$ cat src/design/escaped_frame_receiver_core_defines.svh
// ----------------------------------------------------------------------------
// Escaped frame receiver assertion macros
// Shared concurrent assertion helpers; they expand to nothing in synthesis.
// ----------------------------------------------------------------------------
`ifndef ESCAPED_FRAME_RECEIVER_CORE_DEFINES_SVH
`define ESCAPED_FRAME_RECEIVER_CORE_DEFINES_SVH

`ifndef SYNTHESIS
// Same-cycle implication, sampled on clk, off while rst_n is low.
`define EFR_ASSERT_IMPL(label, ante, cons) \
  label: assert property (@(posedge clk) disable iff (!rst_n) (ante) |-> (cons)) \
    else $error("assertion failed: %m");
// Next-cycle implication, sampled on clk, off while rst_n is low.
`define EFR_ASSERT_NEXT(label, ante, cons) \
  label: assert property (@(posedge clk) disable iff (!rst_n) (ante) |=> (cons)) \
    else $error("assertion failed: %m");
`else
`define EFR_ASSERT_IMPL(label, ante, cons)
`define EFR_ASSERT_NEXT(label, ante, cons)
`endif

`endif

$ cat src/design/efr_pkg.sv
// ----------------------------------------------------------------------------
// Escaped frame receiver package
// Shared widths, codes, register indexes and the command type.
// ----------------------------------------------------------------------------
`timescale 1ns / 1ps

package efr_pkg;

  localparam int BYTE_W          = 8;
  localparam int KIND_W          = 2;
  localparam int CFG_IDX_W       = 3;
  localparam int FRAME_DEPTH_DEF = 64;

  localparam logic [KIND_W-1:0] KIND_FRAME = 2'd0;
  localparam logic [KIND_W-1:0] KIND_ACK   = 2'd1;
  localparam logic [KIND_W-1:0] KIND_NACK  = 2'd2;

  localparam logic [BYTE_W-1:0] MARK_DELIVERED = 8'hFF;
  localparam logic [BYTE_W-1:0] MARK_NONE      = 8'h00;

  localparam logic [CFG_IDX_W-1:0] REG_START  = 3'd0;
  localparam logic [CFG_IDX_W-1:0] REG_END    = 3'd1;
  localparam logic [CFG_IDX_W-1:0] REG_ESCAPE = 3'd2;
  localparam logic [CFG_IDX_W-1:0] REG_ACK    = 3'd3;
  localparam logic [CFG_IDX_W-1:0] REG_NACK   = 3'd4;

  // Control bytes that the front end matches against.
  typedef struct packed {
    logic [BYTE_W-1:0] start_code;
    logic [BYTE_W-1:0] end_code;
    logic [BYTE_W-1:0] escape_code;
    logic [BYTE_W-1:0] ack_code;
    logic [BYTE_W-1:0] nack_code;
  } codes_t;

  // One job for the back end: an ack, a nack, or a frame of len payload bytes.
  typedef struct packed {
    logic [KIND_W-1:0] kind;
    logic [BYTE_W-1:0] len;
  } cmd_t;

endpackage

$ cat src/design/efr_in_if.sv
// ----------------------------------------------------------------------------
// Escaped frame receiver input channel
// Valid/ready channel carrying one received byte per beat.
// ----------------------------------------------------------------------------
`timescale 1ns / 1ps

interface efr_in_if;
  import efr_pkg::*;

  logic              valid;
  logic              ready;
  logic [BYTE_W-1:0] rx_byte;

  modport source (output valid, output rx_byte, input ready);
  modport sink   (input valid, input rx_byte, output ready);
endinterface

$ cat src/design/efr_out_if.sv
// ----------------------------------------------------------------------------
// Escaped frame receiver result channel
// Valid/ready channel carrying one frame byte or ack/nack result per beat.
// ----------------------------------------------------------------------------
`timescale 1ns / 1ps

interface efr_out_if;
  import efr_pkg::*;

  logic              valid;
  logic              ready;
  logic [KIND_W-1:0] kind;
  logic [BYTE_W-1:0] data_byte;
  logic              last_item;

  modport source (output valid, output kind, output data_byte, output last_item,
                  input ready);
  modport sink   (input valid, input kind, input data_byte, input last_item,
                  output ready);
endinterface

$ cat src/design/efr_store.sv
// ----------------------------------------------------------------------------
// Escaped frame receiver frame store
// Single write port, single registered read port byte memory.
// ----------------------------------------------------------------------------
`timescale 1ns / 1ps

module efr_store #(
  parameter int DEPTH = efr_pkg::FRAME_DEPTH_DEF,
  parameter int AW    = $clog2(DEPTH)
) (
  input  logic                      clk,
  input  logic                      we,
  input  logic [AW-1:0]             waddr,
  input  logic [efr_pkg::BYTE_W-1:0] wdata,
  input  logic                      re,
  input  logic [AW-1:0]             raddr,
  output logic [efr_pkg::BYTE_W-1:0] rdata
);
  import efr_pkg::*;

  logic [BYTE_W-1:0] mem [DEPTH];
  logic [BYTE_W-1:0] rdata_r;

  always_ff @(posedge clk) begin
    if (we) begin
      mem[waddr] <= wdata;
    end
  end

  always_ff @(posedge clk) begin
    if (re) begin
      rdata_r <= mem[raddr];
    end
  end

  assign rdata = rdata_r;

endmodule

$ cat src/design/efr_front.sv
// ----------------------------------------------------------------------------
// Escaped frame receiver front end
// Takes bytes, tracks escape and ack state, fills the store, queues jobs.
// ----------------------------------------------------------------------------
`timescale 1ns / 1ps

module efr_front #(
  parameter int DEPTH = efr_pkg::FRAME_DEPTH_DEF,
  parameter int AW    = $clog2(DEPTH)
) (
  input  logic                       clk,
  input  logic                       rst_n,
  efr_in_if.sink                     in_ch,
  input  efr_pkg::codes_t            codes,
  input  logic                       q_full,
  output logic                       q_push,
  output efr_pkg::cmd_t              q_cmd,
  input  logic                       frame_done,
  output logic                       mem_we,
  output logic [AW-1:0]              mem_waddr,
  output logic [efr_pkg::BYTE_W-1:0] mem_wdata
);
  import efr_pkg::*;

  localparam int CW = $clog2(DEPTH + 1);

  logic [CW-1:0]     fill_r, fill_nxt;
  logic [BYTE_W-1:0] prev_r, prev_nxt;
  logic [BYTE_W-1:0] first_r, first_nxt;
  logic              wait_r, wait_nxt;
  logic              pend_r, pend_nxt;
  logic              accept;
  logic              store_req;
  logic [BYTE_W-1:0] b;

  // The store is being read while a frame job is outstanding, so no new
  // byte is taken until the back end has fetched the last payload byte.
  assign in_ch.ready = !pend_r && !q_full;
  assign accept      = in_ch.valid && in_ch.ready;
  assign b           = in_ch.rx_byte;

  always_comb begin
    fill_nxt  = fill_r;
    prev_nxt  = prev_r;
    first_nxt = first_r;
    wait_nxt  = wait_r;
    pend_nxt  = pend_r;
    store_req = 1'b0;
    q_push    = 1'b0;
    q_cmd     = '0;
    mem_we    = 1'b0;
    mem_waddr = fill_r[AW-1:0];
    mem_wdata = b;

    if (frame_done) begin
      pend_nxt = 1'b0;
    end

    if (accept) begin
      if (wait_r) begin
        if (b != codes.escape_code && prev_r == codes.ack_code) begin
          q_push     = 1'b1;
          q_cmd.kind = KIND_ACK;
          prev_nxt   = MARK_NONE;
          wait_nxt   = 1'b0;
        end else if (b != codes.escape_code && prev_r == codes.nack_code) begin
          q_push     = 1'b1;
          q_cmd.kind = KIND_NACK;
          prev_nxt   = MARK_NONE;
          wait_nxt   = 1'b0;
        end
      end else if ((b == codes.ack_code || b == codes.nack_code)
                   && prev_r == MARK_DELIVERED) begin
        wait_nxt = 1'b1;
        prev_nxt = b;
      end else if (b == codes.end_code && prev_r != codes.escape_code) begin
        if (fill_r != '0 && first_r == codes.start_code) begin
          q_push     = 1'b1;
          q_cmd.kind = KIND_FRAME;
          q_cmd.len  = BYTE_W'(fill_r - CW'(1));
          prev_nxt   = MARK_DELIVERED;
          pend_nxt   = 1'b1;
        end
        fill_nxt = '0;
      end else if (b == codes.escape_code && prev_r != codes.escape_code) begin
        prev_nxt = b;
      end else if (b == codes.escape_code) begin
        store_req = 1'b1;
        prev_nxt  = MARK_NONE;
      end else begin
        store_req = 1'b1;
        prev_nxt  = (b == MARK_DELIVERED) ? MARK_NONE : b;
      end
    end

    // A byte past the end of the store is dropped.
    if (store_req && fill_r < CW'(DEPTH)) begin
      mem_we   = 1'b1;
      fill_nxt = fill_r + CW'(1);
      if (fill_r == '0) begin
        first_nxt = b;
      end
    end
  end

  always_ff @(posedge clk) begin
    if (!rst_n) begin
      fill_r <= '0;
      prev_r <= MARK_NONE;
      wait_r <= 1'b0;
      pend_r <= 1'b0;
    end else begin
      fill_r <= fill_nxt;
      prev_r <= prev_nxt;
      wait_r <= wait_nxt;
      pend_r <= pend_nxt;
    end
  end

  always_ff @(posedge clk) begin
    first_r <= first_nxt;
  end

endmodule

$ cat src/design/efr_queue.sv
// ----------------------------------------------------------------------------
// Escaped frame receiver job queue
// Two-entry FIFO of jobs between the front end and the back end.
// ----------------------------------------------------------------------------
`timescale 1ns / 1ps
`include "escaped_frame_receiver_core_defines.svh"

module efr_queue (
  input  logic          clk,
  input  logic          rst_n,
  input  logic          push,
  input  efr_pkg::cmd_t push_cmd,
  input  logic          pop,
  output efr_pkg::cmd_t head_cmd,
  output logic          full,
  output logic          empty
);
  import efr_pkg::*;

  cmd_t       slot_r [2];
  logic       wr_ptr_r, wr_ptr_nxt;
  logic       rd_ptr_r, rd_ptr_nxt;
  logic [1:0] cnt_r, cnt_nxt;

  assign full     = (cnt_r == 2'd2);
  assign empty    = (cnt_r == 2'd0);
  assign head_cmd = slot_r[rd_ptr_r];

  always_comb begin
    wr_ptr_nxt = push ? !wr_ptr_r : wr_ptr_r;
    rd_ptr_nxt = pop ? !rd_ptr_r : rd_ptr_r;
    cnt_nxt    = cnt_r + {1'b0, push} - {1'b0, pop};
  end

  always_ff @(posedge clk) begin
    if (!rst_n) begin
      wr_ptr_r <= 1'b0;
      rd_ptr_r <= 1'b0;
      cnt_r    <= 2'd0;
    end else begin
      wr_ptr_r <= wr_ptr_nxt;
      rd_ptr_r <= rd_ptr_nxt;
      cnt_r    <= cnt_nxt;
    end
  end

  always_ff @(posedge clk) begin
    if (push) begin
      slot_r[wr_ptr_r] <= push_cmd;
    end
  end

  `EFR_ASSERT_IMPL(a_no_push_when_full, push, !full)

endmodule

$ cat src/design/efr_back.sv
// ----------------------------------------------------------------------------
// Escaped frame receiver back end
// Runs queued jobs: ack/nack results and frame drains from the store.
// ----------------------------------------------------------------------------
`timescale 1ns / 1ps
`include "escaped_frame_receiver_core_defines.svh"

module efr_back #(
  parameter int DEPTH = efr_pkg::FRAME_DEPTH_DEF,
  parameter int AW    = $clog2(DEPTH)
) (
  input  logic                       clk,
  input  logic                       rst_n,
  input  logic                       q_empty,
  input  efr_pkg::cmd_t              q_cmd,
  output logic                       q_pop,
  output logic                       mem_re,
  output logic [AW-1:0]              mem_raddr,
  input  logic [efr_pkg::BYTE_W-1:0] mem_rdata,
  output logic                       frame_done,
  efr_out_if.source                  out_ch
);
  import efr_pkg::*;

  localparam logic ST_IDLE = 1'b0;
  localparam logic ST_DATA = 1'b1;

  logic              state_r, state_nxt;
  logic              out_valid_r, out_valid_nxt;
  logic [KIND_W-1:0] kind_r, kind_nxt;
  logic [BYTE_W-1:0] data_r, data_nxt;
  logic              last_r, last_nxt;
  logic [AW-1:0]     idx_r, idx_nxt;
  logic [AW-1:0]     len_r, len_nxt;
  logic              slot_free;

  assign slot_free = !out_valid_r || out_ch.ready;

  always_comb begin
    state_nxt     = state_r;
    out_valid_nxt = out_valid_r;
    kind_nxt      = kind_r;
    data_nxt      = data_r;
    last_nxt      = last_r;
    idx_nxt       = idx_r;
    len_nxt       = len_r;
    q_pop         = 1'b0;
    mem_re        = 1'b0;
    mem_raddr     = idx_r;
    frame_done    = 1'b0;

    if (out_valid_r && out_ch.ready) begin
      out_valid_nxt = 1'b0;
    end

    unique case (state_r)
      ST_IDLE: begin
        if (!q_empty && slot_free) begin
          q_pop         = 1'b1;
          out_valid_nxt = 1'b1;
          kind_nxt      = q_cmd.kind;
          if (q_cmd.kind == KIND_FRAME) begin
            data_nxt = q_cmd.len;
            last_nxt = (q_cmd.len == '0);
            if (q_cmd.len == '0) begin
              frame_done = 1'b1;
            end else begin
              len_nxt   = AW'(q_cmd.len);
              idx_nxt   = AW'(1);
              mem_re    = 1'b1;
              mem_raddr = AW'(1);
              state_nxt = ST_DATA;
            end
          end else begin
            data_nxt = MARK_NONE;
            last_nxt = 1'b1;
          end
        end
      end
      ST_DATA: begin
        // The read data register holds until the next read, so a stall
        // simply waits here with the fetched byte in place.
        if (slot_free) begin
          out_valid_nxt = 1'b1;
          kind_nxt      = KIND_FRAME;
          data_nxt      = mem_rdata;
          last_nxt      = (idx_r == len_r);
          if (idx_r == len_r) begin
            frame_done = 1'b1;
            state_nxt  = ST_IDLE;
          end else begin
            idx_nxt   = idx_r + AW'(1);
            mem_re    = 1'b1;
            mem_raddr = idx_r + AW'(1);
          end
        end
      end
      default: begin
        state_nxt = ST_IDLE;
      end
    endcase
  end

  always_ff @(posedge clk) begin
    if (!rst_n) begin
      state_r     <= ST_IDLE;
      out_valid_r <= 1'b0;
    end else begin
      state_r     <= state_nxt;
      out_valid_r <= out_valid_nxt;
    end
  end

  always_ff @(posedge clk) begin
    kind_r <= kind_nxt;
    data_r <= data_nxt;
    last_r <= last_nxt;
    idx_r  <= idx_nxt;
    len_r  <= len_nxt;
  end

  assign out_ch.valid     = out_valid_r;
  assign out_ch.kind      = kind_r;
  assign out_ch.data_byte = data_r;
  assign out_ch.last_item = last_r;

  `EFR_ASSERT_IMPL(a_idx_in_frame, state_r == ST_DATA, idx_r != '0 && idx_r <= len_r)
  `EFR_ASSERT_IMPL(a_ack_shape, out_valid_r && kind_r != KIND_FRAME,
                   data_r == MARK_NONE && last_r)
  `EFR_ASSERT_NEXT(a_drain_holds, state_r == ST_DATA && !slot_free,
                   state_r == ST_DATA && $stable(idx_r))

endmodule

$ cat src/design/escaped_frame_receiver_core.sv
// ----------------------------------------------------------------------------
// Escaped frame receiver core
// STX/ETX byte-stuffing deframer with ack/nack detection.
// ----------------------------------------------------------------------------
// Usage: received bytes enter on in_ch, one per beat. Results leave on out_ch
// as beats of {kind, data_byte, last_item}: a delivered frame gives its
// payload length and then its payload bytes, the final beat marked by
// last_item; an ack or nack gives one beat with data_byte zero and last_item
// set. The five control bytes are written through cfg_we/cfg_idx/cfg_wdata
// while the block is idle; an index beyond the list is ignored.
// Flow: after a byte that stores, escapes or arms an ack wait, in_ch.ready
// stays high for the next beat. A byte that produces results pushes a job
// into the job queue; the back end pops it into the result register, from
// which the first beat goes out on out_ch once the result slot is free.
// A frame drains as its length beat and then its payload bytes, one beat per
// cycle while out_ch is ready, from the single read port of the frame store;
// in_ch is held off until the last payload byte has been fetched.
// Reset clears the fill count, escape and ack state, the job queue and the
// result valid flag; the store itself is not cleared and needs no sweep.
// When out_ch stalls, the result register holds its beat, the drain waits,
// and in_ch stalls once the two-entry job queue is full or a drain is pending.
// ----------------------------------------------------------------------------
`timescale 1ns / 1ps

module escaped_frame_receiver_core #(
  parameter int FRAME_DEPTH = efr_pkg::FRAME_DEPTH_DEF
) (
  input  logic                          clk,
  input  logic                          rst_n,
  efr_in_if.sink                        in_ch,
  efr_out_if.source                     out_ch,
  input  logic                          cfg_we,
  input  logic [efr_pkg::CFG_IDX_W-1:0] cfg_idx,
  input  logic [efr_pkg::BYTE_W-1:0]    cfg_wdata
);
  import efr_pkg::*;

  localparam int AW = $clog2(FRAME_DEPTH);

  codes_t            codes_r, codes_nxt;
  logic              q_push;
  logic              q_pop;
  logic              q_full;
  logic              q_empty;
  cmd_t              push_cmd;
  cmd_t              head_cmd;
  logic              frame_done;
  logic              mem_we;
  logic [AW-1:0]     mem_waddr;
  logic [BYTE_W-1:0] mem_wdata;
  logic              mem_re;
  logic [AW-1:0]     mem_raddr;
  logic [BYTE_W-1:0] mem_rdata;

  // Control byte registers, decoded by index.
  always_comb begin
    codes_nxt = codes_r;
    if (cfg_we) begin
      unique case (cfg_idx)
        REG_START:  codes_nxt.start_code  = cfg_wdata;
        REG_END:    codes_nxt.end_code    = cfg_wdata;
        REG_ESCAPE: codes_nxt.escape_code = cfg_wdata;
        REG_ACK:    codes_nxt.ack_code    = cfg_wdata;
        REG_NACK:   codes_nxt.nack_code   = cfg_wdata;
        default:    codes_nxt = codes_r;
      endcase
    end
  end

  always_ff @(posedge clk) begin
    if (!rst_n) begin
      codes_r.start_code  <= 8'd2;
      codes_r.end_code    <= 8'd3;
      codes_r.escape_code <= 8'd27;
      codes_r.ack_code    <= 8'd6;
      codes_r.nack_code   <= 8'd21;
    end else begin
      codes_r <= codes_nxt;
    end
  end

  efr_front #(
    .DEPTH (FRAME_DEPTH),
    .AW    (AW)
  ) u_front (
    .clk        (clk),
    .rst_n      (rst_n),
    .in_ch      (in_ch),
    .codes      (codes_r),
    .q_full     (q_full),
    .q_push     (q_push),
    .q_cmd      (push_cmd),
    .frame_done (frame_done),
    .mem_we     (mem_we),
    .mem_waddr  (mem_waddr),
    .mem_wdata  (mem_wdata)
  );

  efr_queue u_queue (
    .clk      (clk),
    .rst_n    (rst_n),
    .push     (q_push),
    .push_cmd (push_cmd),
    .pop      (q_pop),
    .head_cmd (head_cmd),
    .full     (q_full),
    .empty    (q_empty)
  );

  efr_store #(
    .DEPTH (FRAME_DEPTH),
    .AW    (AW)
  ) u_store (
    .clk   (clk),
    .we    (mem_we),
    .waddr (mem_waddr),
    .wdata (mem_wdata),
    .re    (mem_re),
    .raddr (mem_raddr),
    .rdata (mem_rdata)
  );

  efr_back #(
    .DEPTH (FRAME_DEPTH),
    .AW    (AW)
  ) u_back (
    .clk        (clk),
    .rst_n      (rst_n),
    .q_empty    (q_empty),
    .q_cmd      (head_cmd),
    .q_pop      (q_pop),
    .mem_re     (mem_re),
    .mem_raddr  (mem_raddr),
    .mem_rdata  (mem_rdata),
    .frame_done (frame_done),
    .out_ch     (out_ch)
  );

endmodule
$ cat src/flat_wrapper.sv
// flat-port wrapper written by rule: the top's interface ports become plain ports
module escaped_frame_receiver_core_flat import efr_pkg::*;
#(
  parameter int FRAME_DEPTH = efr_pkg::FRAME_DEPTH_DEF
)
  (clk, rst_n, cfg_we, cfg_idx, cfg_wdata, in_ch_valid, in_ch_rx_byte, in_ch_ready, out_ch_valid, out_ch_kind, out_ch_data_byte, out_ch_last_item, out_ch_ready);
  efr_in_if in_ch_i ();
  efr_out_if out_ch_i ();
  input  logic clk;
  input  logic rst_n;
  input  logic cfg_we;
  input  logic [efr_pkg::CFG_IDX_W-1:0] cfg_idx;
  input  logic [efr_pkg::BYTE_W-1:0] cfg_wdata;
  input wire logic [$bits(in_ch_i.valid)-1:0] in_ch_valid;
  input wire logic [$bits(in_ch_i.rx_byte)-1:0] in_ch_rx_byte;
  output wire logic [$bits(in_ch_i.ready)-1:0] in_ch_ready;
  output wire logic [$bits(out_ch_i.valid)-1:0] out_ch_valid;
  output wire logic [$bits(out_ch_i.kind)-1:0] out_ch_kind;
  output wire logic [$bits(out_ch_i.data_byte)-1:0] out_ch_data_byte;
  output wire logic [$bits(out_ch_i.last_item)-1:0] out_ch_last_item;
  input wire logic [$bits(out_ch_i.ready)-1:0] out_ch_ready;
  assign in_ch_i.valid = in_ch_valid;
  assign in_ch_i.rx_byte = in_ch_rx_byte;
  assign in_ch_ready = in_ch_i.ready;
  assign out_ch_valid = out_ch_i.valid;
  assign out_ch_kind = out_ch_i.kind;
  assign out_ch_data_byte = out_ch_i.data_byte;
  assign out_ch_last_item = out_ch_i.last_item;
  assign out_ch_i.ready = out_ch_ready;
  escaped_frame_receiver_core #(.FRAME_DEPTH(FRAME_DEPTH)) u_core (.clk(clk), .rst_n(rst_n), .in_ch(in_ch_i), .out_ch(out_ch_i), .cfg_we(cfg_we), .cfg_idx(cfg_idx), .cfg_wdata(cfg_wdata));
endmodule
$ cat config.mk
export PLATFORM = sky130hd
export DESIGN_NAME = escaped_frame_receiver_core_flat
export DESIGN_NICKNAME = d
export VERILOG_FILES = /design/src/design/efr_pkg.sv /design/src/design/efr_in_if.sv /design/src/design/efr_out_if.sv /design/src/design/efr_store.sv /design/src/design/efr_front.sv /design/src/design/efr_queue.sv /design/src/design/efr_back.sv /design/src/design/escaped_frame_receiver_core.sv /design/src/flat_wrapper.sv
export VERILOG_INCLUDE_DIRS = /design/src /design/src/design
export SDC_FILE = /design/constraint.sdc
export NUM_CORES = 1
export LEC_CHECK = 0
export BUFFER_PORTS_ARGS = -buffer_cell sky130_fd_sc_hd__buf_2
export CORE_MARGIN = 8
export CORE_UTILIZATION = 60
export CTS_CLUSTER_SIZE = 28
export DETAILED_ROUTE_END_ITERATION = 10
export PLACE_DENSITY = 0.8
export SYNTH_ARGS = -nofsm -noshare
export SYNTH_HDL_FRONTEND = slang
export SYNTH_HIERARCHICAL = 1
export SYNTH_SLANG_ARGS = --single-unit
$ cat constraint.sdc
create_clock -name clk -period 4.75 [get_ports clk]
set_input_delay 0.2375 -clock clk [delete_from_list [all_inputs] [get_ports clk]]
set_output_delay 0.2375 -clock clk [all_outputs]
set_load 0.01 [all_outputs]
==> flow_metrics.py, run 1 <==
metrics = {
    "run_status": {
        "outcome": "finished, final reports clean",
    },
    "synthesis": {
        "total_nets_after_synthesis": 1536,
        "post_synth_edffs": 565,
        "netlist-cell-type-count": 73,
        "yosys_register_bits": 635,
        "syn_avg_cell_area_sq_um": 17.4,
        "synth_top_flop_cell": "sky130_fd_sc_hd__edfxtp_1",
        "synth.cell_area_sq_um": 26300,
        "syn_inst_count": 1506,
        "async_flop_share_pct": 0,
        "seq_area_frac_synth_pct": 70.0,
        "synth-warning-count": 6,
    },
    "layout": {
        "ff_latch_area_sq_um": 18400,
        "fin_nets": 1591,
        "final_core_util_pct": 67.2,
        "multi_input_comb_area_sq_um": 7240,
        "final_cell_mix": "sky130_fd_sc_hd__edfxtp_1 (565), sky130_fd_sc_hd__mux4_2 (126), sky130_fd_sc_hd__nor2_1 (109), sky130_fd_sc_hd__nand2_1 (85), sky130_fd_sc_hd__dfxtp_1 (70)",
        "areaGrowthSynthToFinish_pct": 10.5,
        "nFillCells": 2777,
        "antenna_cells_inserted": 0,
        "layout.cells.most_common": "sky130_fd_sc_hd__edfxtp_1",
        "fin_area_sq_um": 29000,
        "drive_gt1_share_pct": 21.4,
    },
    "setup_path": {
        "top_fanout_value_on_the_critical_path": 47,
        "worstReg2RegEnd": "u_core/u_store/rdata[4]",
        "worst-r2r-setup-slack_ns": 0.18,
        "slowest_stage": "sky130_fd_sc_hd__dfxtp_1",
        "cpPeakStageDelay_ns": 0.57,
        "critical_path_arrival_ns": 4.98,
        "critical_path.top_delay_family": "simple AND/OR/NAND/NOR gates",
        "critPathCaptureType": "flop",
        "critical_path.cell_chain": "mux2_1 -> or4_1 -> o21ai_2 -> o21ai_0 -> mux2_8 -> buf_12 -> buf_4 -> mux4_2 -> nor2_1 -> nor4_1 -> nor3_1 -> o32ai_1",
        "start_kind": "flop",
        "worst-setup-path-type": "reg2reg",
        "cp_data_required_time_ns": 5.16,
        "worst_r2r_path_depth": 12,
        "critical_path.n_buffers_inverters": 2,
    },
    "clocking": {
        "clock-sinks": 635,
        "h-tree-depth": 2,
        "clkSlewWorstSetupHoldPaths_ns": 0.06,
        "insertion_delay_ns": 0.61,
        "postCtsHoldBufs": 6,
        "number_of_buffers_created_by_cts": 60,
        "ctsRootBufferMaster": "sky130_fd_sc_hd__clkbuf_16",
        "clockBufferDepth": 3,
        "clock_tree_from_tritoncts": "done",
        "cts.repair.resized": 0,
        "postCtsSetupRepairBufs": 0,
    },
    "drt": {
        "drt_wl_total_mm": 58.4,
        "wl_per_cell_um": 26.6,
        "route.antenna.remaining_nets": 0,
        "dr_total_vias": 14084,
        "drcViolationCount": 0,
        "drt_pre_antenna_iters": 6,
        "initialDrtViolationCount": 1621,
        "route.detailed.vias_per_inst": 6.42,
    },
    "job": {
        "max-cap-violations": 0,
    },
    "power": {
        "seqPwrFrac_pct": 42.8,
        "share_comb_of_total_power_pct": 26.6,
        "p_leak_nw": 9.45,
        "max-vdd-ir-drop_mv": 0.388,
        "power_frac_clock_pct": 30.5,
        "power.density_nw_per_um2": 522,
        "p_sw_share_pct": 28.2,
        "total_switching_power_mw": 4.28,
        "p_total_mw": 15.2,
        "internal_power_mw": 10.9,
    },
    "timing": {
        "setup_total_negative_slack_ns": 0,
        "rsz0062_at_grt": "no",
        "clock_period_minus_worst_slack_ns": 4.57,
        "slew-limit-headroom_pct": 17.3,
        "measured_slew_at_the_worst_slew_check_pin_ns": 1.22,
        "clock-skew-final_ns": 0.0191,
        "slew_viol_final": 0,
        "number_of_endpoints_failing_setup_at_the_final_stage": 0,
        "post-route-period-util_pct": 96.1,
        "timing.final.hold_violations": 0,
        "max_clock_freq_ghz": 0.219,
    },
    "floorplanning": {
        "die_x_um": 225,
        "io_pins": 37,
        "die_h_um": 225,
        "core_region_area_sq_um": 43200,
        "initial_util_pct": 60.8,
        "floorplan.rows": 76,
        "floorplan.die_area_sq_um": 50700,
    },
    "global_route": {
        "grt_overflow_total": 0,
        "grt_start_max_net_pins": 68,
        "number_of_global_route_vias_before_repair": 14490,
        "first_pass_grt_wire_length_mm": 88.2,
        "global_route.usage.total_pct": 23.2,
        "antenna_violations_before_repair": 0,
    },
    "place": {
        "place_hpwl_mm": 35.8,
        "dpl-instance-area_sq_um": 27000,
        "port_buffers": 36,
        "gp_congestion": 0.862,
    },
    "hold_path": {
        "whs_path_depth": 3,
        "beginning_of_the_worst_hold_path": "in_ch_rx_byte[1]",
        "hold_path_end": "u_core/u_front/prev_r[1]",
        "worstHoldPathType": "in2reg",
    },
}
==> cell type report <==
type | count | share of cell area (%)
Multi-Input combinational cell | 758 | 24.9
Tap cell | 585 | 2.52
Timing Repair Buffer | 96 | 2.53
Inverter | 10 | 0.129
Sequential cell | 635 | 63.3
Clock buffer | 73 | 5.48
Clock inverter | 38 | 1.09
==> layer usage <==
layer | vias to the layer above | GRT usage [%] | share of wire [%]
met5 | - | 0 | 0
met4 | 0 | 9.77 | 3.7
met3 | 143 | 4.87 | 8.4
met2 | 733 | 37.6 | 49
met1 | 7199 | 30.7 | 39
li1 | 6009 | - | -
==> cell families after synthesis <==
kind of cell	synth area share [%]
xor gates and xnor gates	2.65
buffers and inverters	2.70
adders and majority gates	0.286
and+or+nand+nor	6.62
DFF	70.0
AOI/OAI and AO/OA	3.29
muxes	14.5
==> power by group through the flow <==
stage          Clock, mW  Sequential [mW]  Combinational [mW]
6_report            4.63             6.49                4.04
5_1_grt             4.88             6.50                4.26
4_1_cts             4.69             6.49                4.03
3_5_place_dp           0             6.60                3.96
3_3_place_gp           0             6.59                3.89
2_1_floorplan          0             6.54                2.90
==> worst min-delay path, cell delays in order <==
cell and delay [ns]:
sky130_fd_sc_hd__buf_2 0.18, sky130_fd_sc_hd__a21oi_1 0.14, sky130_fd_sc_hd__o2bb2ai_1 0.06
==> stage by stage <==
stage	cells	hold slack, ns	setup WS (ns)
4_1_cts	2195	0.0268	0.315
3_5_place_dp	2078	0.469	0.318
5_1_grt	2195	0.0562	0.0240
2_1_floorplan	1506	0.336	1.01
6_report	2195	0.0548	0.184
3_3_place_gp	2078	0.455	0.394
==> cells in the mapped netlist, types with 8 or more instances <==
| cell type | n | share of area, % |
|---|---|---|
| sky130_fd_sc_hd__edfxtp_1 | 565 | 65 |
| sky130_fd_sc_hd__mux4_2 | 126 | 11 |
| sky130_fd_sc_hd__nor2_1 | 109 | 1.6 |
| sky130_fd_sc_hd__nand2_1 | 85 | 1.2 |
| sky130_fd_sc_hd__dfxtp_1 | 70 | 5.3 |
| sky130_fd_sc_hd__mux2i_1 | 67 | 2.6 |
| sky130_fd_sc_hd__xnor2_1 | 44 | 1.5 |
| sky130_fd_sc_hd__nor2b_1 | 39 | 0.93 |
| sky130_fd_sc_hd__xor2_1 | 33 | 1.1 |
| sky130_fd_sc_hd__clkbuf_1 | 32 | 0.46 |
| sky130_fd_sc_hd__buf_4 | 30 | 0.86 |
| sky130_fd_sc_hd__buf_2 | 21 | 0.40 |
| sky130_fd_sc_hd__nand3_1 | 20 | 0.38 |
| sky130_fd_sc_hd__a21oi_1 | 17 | 0.32 |
| sky130_fd_sc_hd__o21ai_0 | 17 | 0.32 |
| sky130_fd_sc_hd__nand4_1 | 16 | 0.38 |
| sky130_fd_sc_hd__buf_6 | 15 | 0.64 |
| sky130_fd_sc_hd__mux2_2 | 15 | 0.64 |
| sky130_fd_sc_hd__mux2_1 | 11 | 0.47 |
| sky130_fd_sc_hd__o2bb2ai_1 | 11 | 0.37 |
| sky130_fd_sc_hd__and2_1 | 10 | 0.24 |
| sky130_fd_sc_hd__inv_1 | 10 | 0.14 |
| sky130_fd_sc_hd__nand2b_1 | 10 | 0.24 |
| sky130_fd_sc_hd__nor3_1 | 9 | 0.17 |
| sky130_fd_sc_hd__o22ai_1 | 9 | 0.21 |
| sky130_fd_sc_hd__o221ai_1 | 8 | 0.27 |
==> flip-flops by register name (all words and copies together) (netlist names), named ones only <==
name	cells
u_core/u_front/wait_r	1
u_core/u_queue/rd_ptr_r	1
u_core/u_back/out_ch.valid	1
u_core/u_front/prev_r	8
u_core/u_store/rdata	8
u_core/u_queue/wr_ptr_r	1
u_core/u_queue/slot_r	20
u_core/u_back/len_r	6
u_core/u_front/fill_r	7
u_core/u_back/state_r	1
u_core/u_store/mem	512
u_core/u_front/pend_r	1
u_core/u_back/out_ch.data_byte	8
u_core/u_queue/cnt_r	2
u_core/u_front/first_r	8
u_core/codes_r	40
u_core/u_back/out_ch.kind	2
u_core/u_back/out_ch.last_item	1
u_core/u_back/idx_r	6
==> worst max path at each step <==
stage                     from                       to  slack, ns  depth (start not counted)
after detailed placement  flop  u_core/u_store/rdata[6]       0.32                         10
after global routing      flop  u_core/u_store/rdata[4]       0.02                         12
after CTS                 flop  u_core/u_store/rdata[4]       0.32                         12
after floorplan           flop  u_core/u_store/rdata[3]       1.01                         13
final                     flop  u_core/u_store/rdata[4]       0.18                         12
after global placement    flop  u_core/u_store/rdata[6]       0.39                         12
Power figures use the tool's default switching activity.
==> run 2: changes to the inputs <==
--- a/config.mk
+++ b/config.mk
@@ -7,7 +7,7 @@
 export NUM_CORES = 1
 export LEC_CHECK = 0
 export BUFFER_PORTS_ARGS = -buffer_cell sky130_fd_sc_hd__buf_2
-export CORE_MARGIN = 8
+export CORE_MARGIN = 2
 export CORE_UTILIZATION = 60
 export CTS_CLUSTER_SIZE = 28
 export DETAILED_ROUTE_END_ITERATION = 10
==> run 2 against run 1 <==
  * Combinational power fell by 3%
  * Non-clock buffer count decreased by 5
  * Critical path type unchanged
  * Global-route usage increased by 3.8 points
  * Fmax rose by 0.52%
  * Critical path depth is 1 lower
  * Design area up 0.67%
  * Clock power rose by 12%
  * Register-to-register slack better by 0.02 ns
  * Via count grew 1.0%
  * Wire length up 1.9%
  * Sequential share of layout area fell by 0.42 points
  * Count of clock-buffer cells in the layout decreased by 4
==> flow_metrics.py, run 2 (same netlist as run 1, synthesis figures left out) <==
metrics = {
    "setup_path": {
        "critical_path.top_delay_family": "simple AND/OR/NAND/NOR gates",
        "cp_data_required_time_ns": 5.15,
        "critical_path_arrival_ns": 4.95,
        "start_kind": "flop",
        "critical_path.n_buffers_inverters": 1,
        "critical_path.cell_chain": "mux2_1 -> or4_1 -> o21ai_2 -> o21ai_0 -> mux2_8 -> buf_4 -> mux4_2 -> nor2_1 -> nor4_1 -> nor3_2 -> o32ai_1",
        "cpPeakStageDelay_ns": 0.57,
        "worst-r2r-setup-slack_ns": 0.21,
        "top_fanout_value_on_the_critical_path": 48,
        "worst-setup-path-type": "reg2reg",
        "slowest_stage": "sky130_fd_sc_hd__dfxtp_1",
        "worst_r2r_path_depth": 11,
        "worstReg2RegEnd": "u_core/u_store/rdata[4]",
        "critPathCaptureType": "flop",
    },
    "clocking": {
        "insertion_delay_ns": 0.64,
        "h-tree-depth": 2,
        "clock_tree_from_tritoncts": "done",
        "number_of_buffers_created_by_cts": 61,
        "ctsRootBufferMaster": "sky130_fd_sc_hd__clkbuf_16",
        "clkSlewWorstSetupHoldPaths_ns": 0.07,
        "clockBufferDepth": 3,
        "clock-sinks": 635,
    },
    "timing": {
        "number_of_endpoints_failing_setup_at_the_final_stage": 0,
        "max_clock_freq_ghz": 0.220,
        "slew_viol_final": 0,
        "measured_slew_at_the_worst_slew_check_pin_ns": 1.02,
        "slew-limit-headroom_pct": 30.8,
        "post-route-period-util_pct": 95.6,
        "setup_total_negative_slack_ns": 0,
        "clock_period_minus_worst_slack_ns": 4.54,
        "clock-skew-final_ns": 0.0308,
        "rsz0062_at_grt": "no",
        "timing.final.hold_violations": 0,
        "whs_ns": 0.0300,
    },
    "power": {
        "total_switching_power_mw": 4.34,
        "power_frac_clock_pct": 33.2,
        "seqPwrFrac_pct": 41.7,
        "power.density_nw_per_um2": 535,
        "share_comb_of_total_power_pct": 25.0,
        "max-vdd-ir-drop_mv": 0.431,
        "p_total_mw": 15.6,
        "internal_power_mw": 11.3,
        "p_leak_nw": 9.52,
        "p_sw_share_pct": 27.8,
    },
    "layout": {
        "final_core_util_pct": 67.7,
        "regMostFlops": "u_core/u_store/mem",
        "multi_input_comb_area_sq_um": 7250,
        "fin_nets": 1587,
        "fin_area_sq_um": 29200,
        "nFillCells": 2746,
        "final_cell_mix": "sky130_fd_sc_hd__edfxtp_1 (565), sky130_fd_sc_hd__mux4_2 (126), sky130_fd_sc_hd__nor2_1 (109), sky130_fd_sc_hd__nand2_1 (85), sky130_fd_sc_hd__dfxtp_1 (70)",
        "largest_reg_flops": 512,
        "areaGrowthSynthToFinish_pct": 11.3,
        "largest_registers": "u_core/u_store/mem x512, u_core/codes_r x40, u_core/u_queue/slot_r x20",
        "drive_gt1_share_pct": 21.9,
        "layout.cells.most_common": "sky130_fd_sc_hd__edfxtp_1",
        "ff_latch_area_sq_um": 18400,
    },
    "job": {
        "max-cap-violations": 0,
    },
    "global_route": {
        "grt_overflow_total": 0,
        "grt_start_max_net_pins": 68,
        "global_route.usage.total_pct": 27.0,
        "number_of_global_route_vias_before_repair": 14278,
        "antenna_violations_before_repair": 1,
        "first_pass_grt_wire_length_mm": 89.3,
    },
    "drt": {
        "dr_total_vias": 14228,
        "drcViolationCount": 0,
        "route.antenna.remaining_nets": 0,
        "drt_pre_antenna_iters": 6,
        "route.detailed.vias_per_inst": 6.49,
        "drt_wl_total_mm": 59.5,
        "initialDrtViolationCount": 1880,
        "wl_per_cell_um": 27.1,
    },
    "place": {
        "place_hpwl_mm": 36.0,
        "gp_congestion": 0.864,
        "port_buffers": 36,
        "dpl-instance-area_sq_um": 27000,
    },
    "hold_path": {
        "whs_path_depth": 3,
        "beginning_of_the_worst_hold_path": "out_ch_ready",
        "worstHoldPathType": "in2reg",
        "hold_path_end": "u_core/u_back/out_ch.valid",
    },
    "floorplanning": {
        "floorplan.die_area_sq_um": 45400,
        "core_region_area_sq_um": 43200,
        "floorplan.rows": 76,
        "die_x_um": 213,
        "io_pins": 37,
        "initial_util_pct": 60.8,
        "die_h_um": 213,
    },
    "run_status": {
        "outcome": "finished, final reports clean",
    },
}
-- run 2: changes by cell type in the layout (fill, tap and decap cells not counted), moves of 2 or more --
cell,change
sky130_fd_sc_hd__nor3_1,-2
sky130_fd_sc_hd__clkinvlp_4,+6
sky130_fd_sc_hd__clkbuf_1,-4
sky130_fd_sc_hd__clkinv_1,-5
sky130_fd_sc_hd__clkbuf_8,-2
sky130_fd_sc_hd__bufinv_16,+8
sky130_fd_sc_hd__buf_12,-3
sky130_fd_sc_hd__buf_4,-2
sky130_fd_sc_hd__clkinv_2,-5
sky130_fd_sc_hd__clkbuf_16,+2
sky130_fd_sc_hd__nor3_2,+2
-- run 2: power groups by stage --
| stage | Clock, mW | Sequential (mW) | Combinational (mW) |
|---|---|---|---|
| after floorplan | 0 | 6.54 | 2.90 |
| after global placement | 0 | 6.62 | 3.75 |
| after detailed placement | 0 | 6.63 | 3.84 |
| after CTS | 5.24 | 6.52 | 3.90 |
| after global routing | 5.46 | 6.53 | 4.14 |
| final | 5.20 | 6.52 | 3.91 |
-- run 2: layout make-up --
class	instances	share of cell area, %
flip-flops and latches	635	62.9
multi-input cells	758	24.8
clock buffers	69	5.47
well taps	585	2.51
repair buffers	91	2.25
clock inverters	42	1.94
inverters	10	0.128
diodes	1	0.00857
-- run 2: how the worst max path moves through the flow --
stage          from                 endpoint  slack [ns]  cells after the start
2_1_floorplan  flop  u_core/u_store/rdata[3]        1.01                     13
4_1_cts        flop  u_core/u_store/rdata[4]        0.14                     10
6_report       flop  u_core/u_store/rdata[4]        0.21                     11
5_1_grt        flop  u_core/u_store/rdata[4]        0.03                     11
3_5_place_dp   flop  u_core/u_store/rdata[4]        0.21                     10
3_3_place_gp   flop  u_core/u_store/rdata[6]        0.30                     10
-- run 2: repair_timing --
action / 4_1_cts / 5_1_grt
hold buffers: 6 / 0
setup buffers: 0 / 0
endpoints found under the setup margin: 0 / 2
hold endpoints to repair: 19 / 0
resized for setup: 0 / 2
-- run 2: through the flow --
stage / setup slack [ns] / std cells
after floorplan: 1.01 / 1506
after global placement: 0.300 / 2073
after detailed placement: 0.215 / 2073
after CTS: 0.136 / 2190
after global routing: 0.0321 / 2190
final: 0.208 / 2191
-- run 2: per-layer routing --
metal | vias to the layer above | share of wire (%) | wire length (um) | track usage, %
met2 | 833 | 49 | 29100 | 43.4
met3 | 139 | 9.1 | 5420 | 4.47
met5 | - | 0 | 0 | 0
met1 | 7278 | 38 | 22900 | 37.5
met4 | 0 | 3.6 | 2120 | 10.8
li1 | 5978 | - | - | -
-- run 2: worst reg2reg max path: cells and delay by family (launching register included) --
family / cells / cell delay [ns]
buffers and inverters: 1 / 0.38
multiplexers: 3 / 1.29
flip-flops: 1 / 0.57
AND/OR/NAND/NOR: 4 / 1.31
AO/OA/AOI/OAI: 3 / 0.76
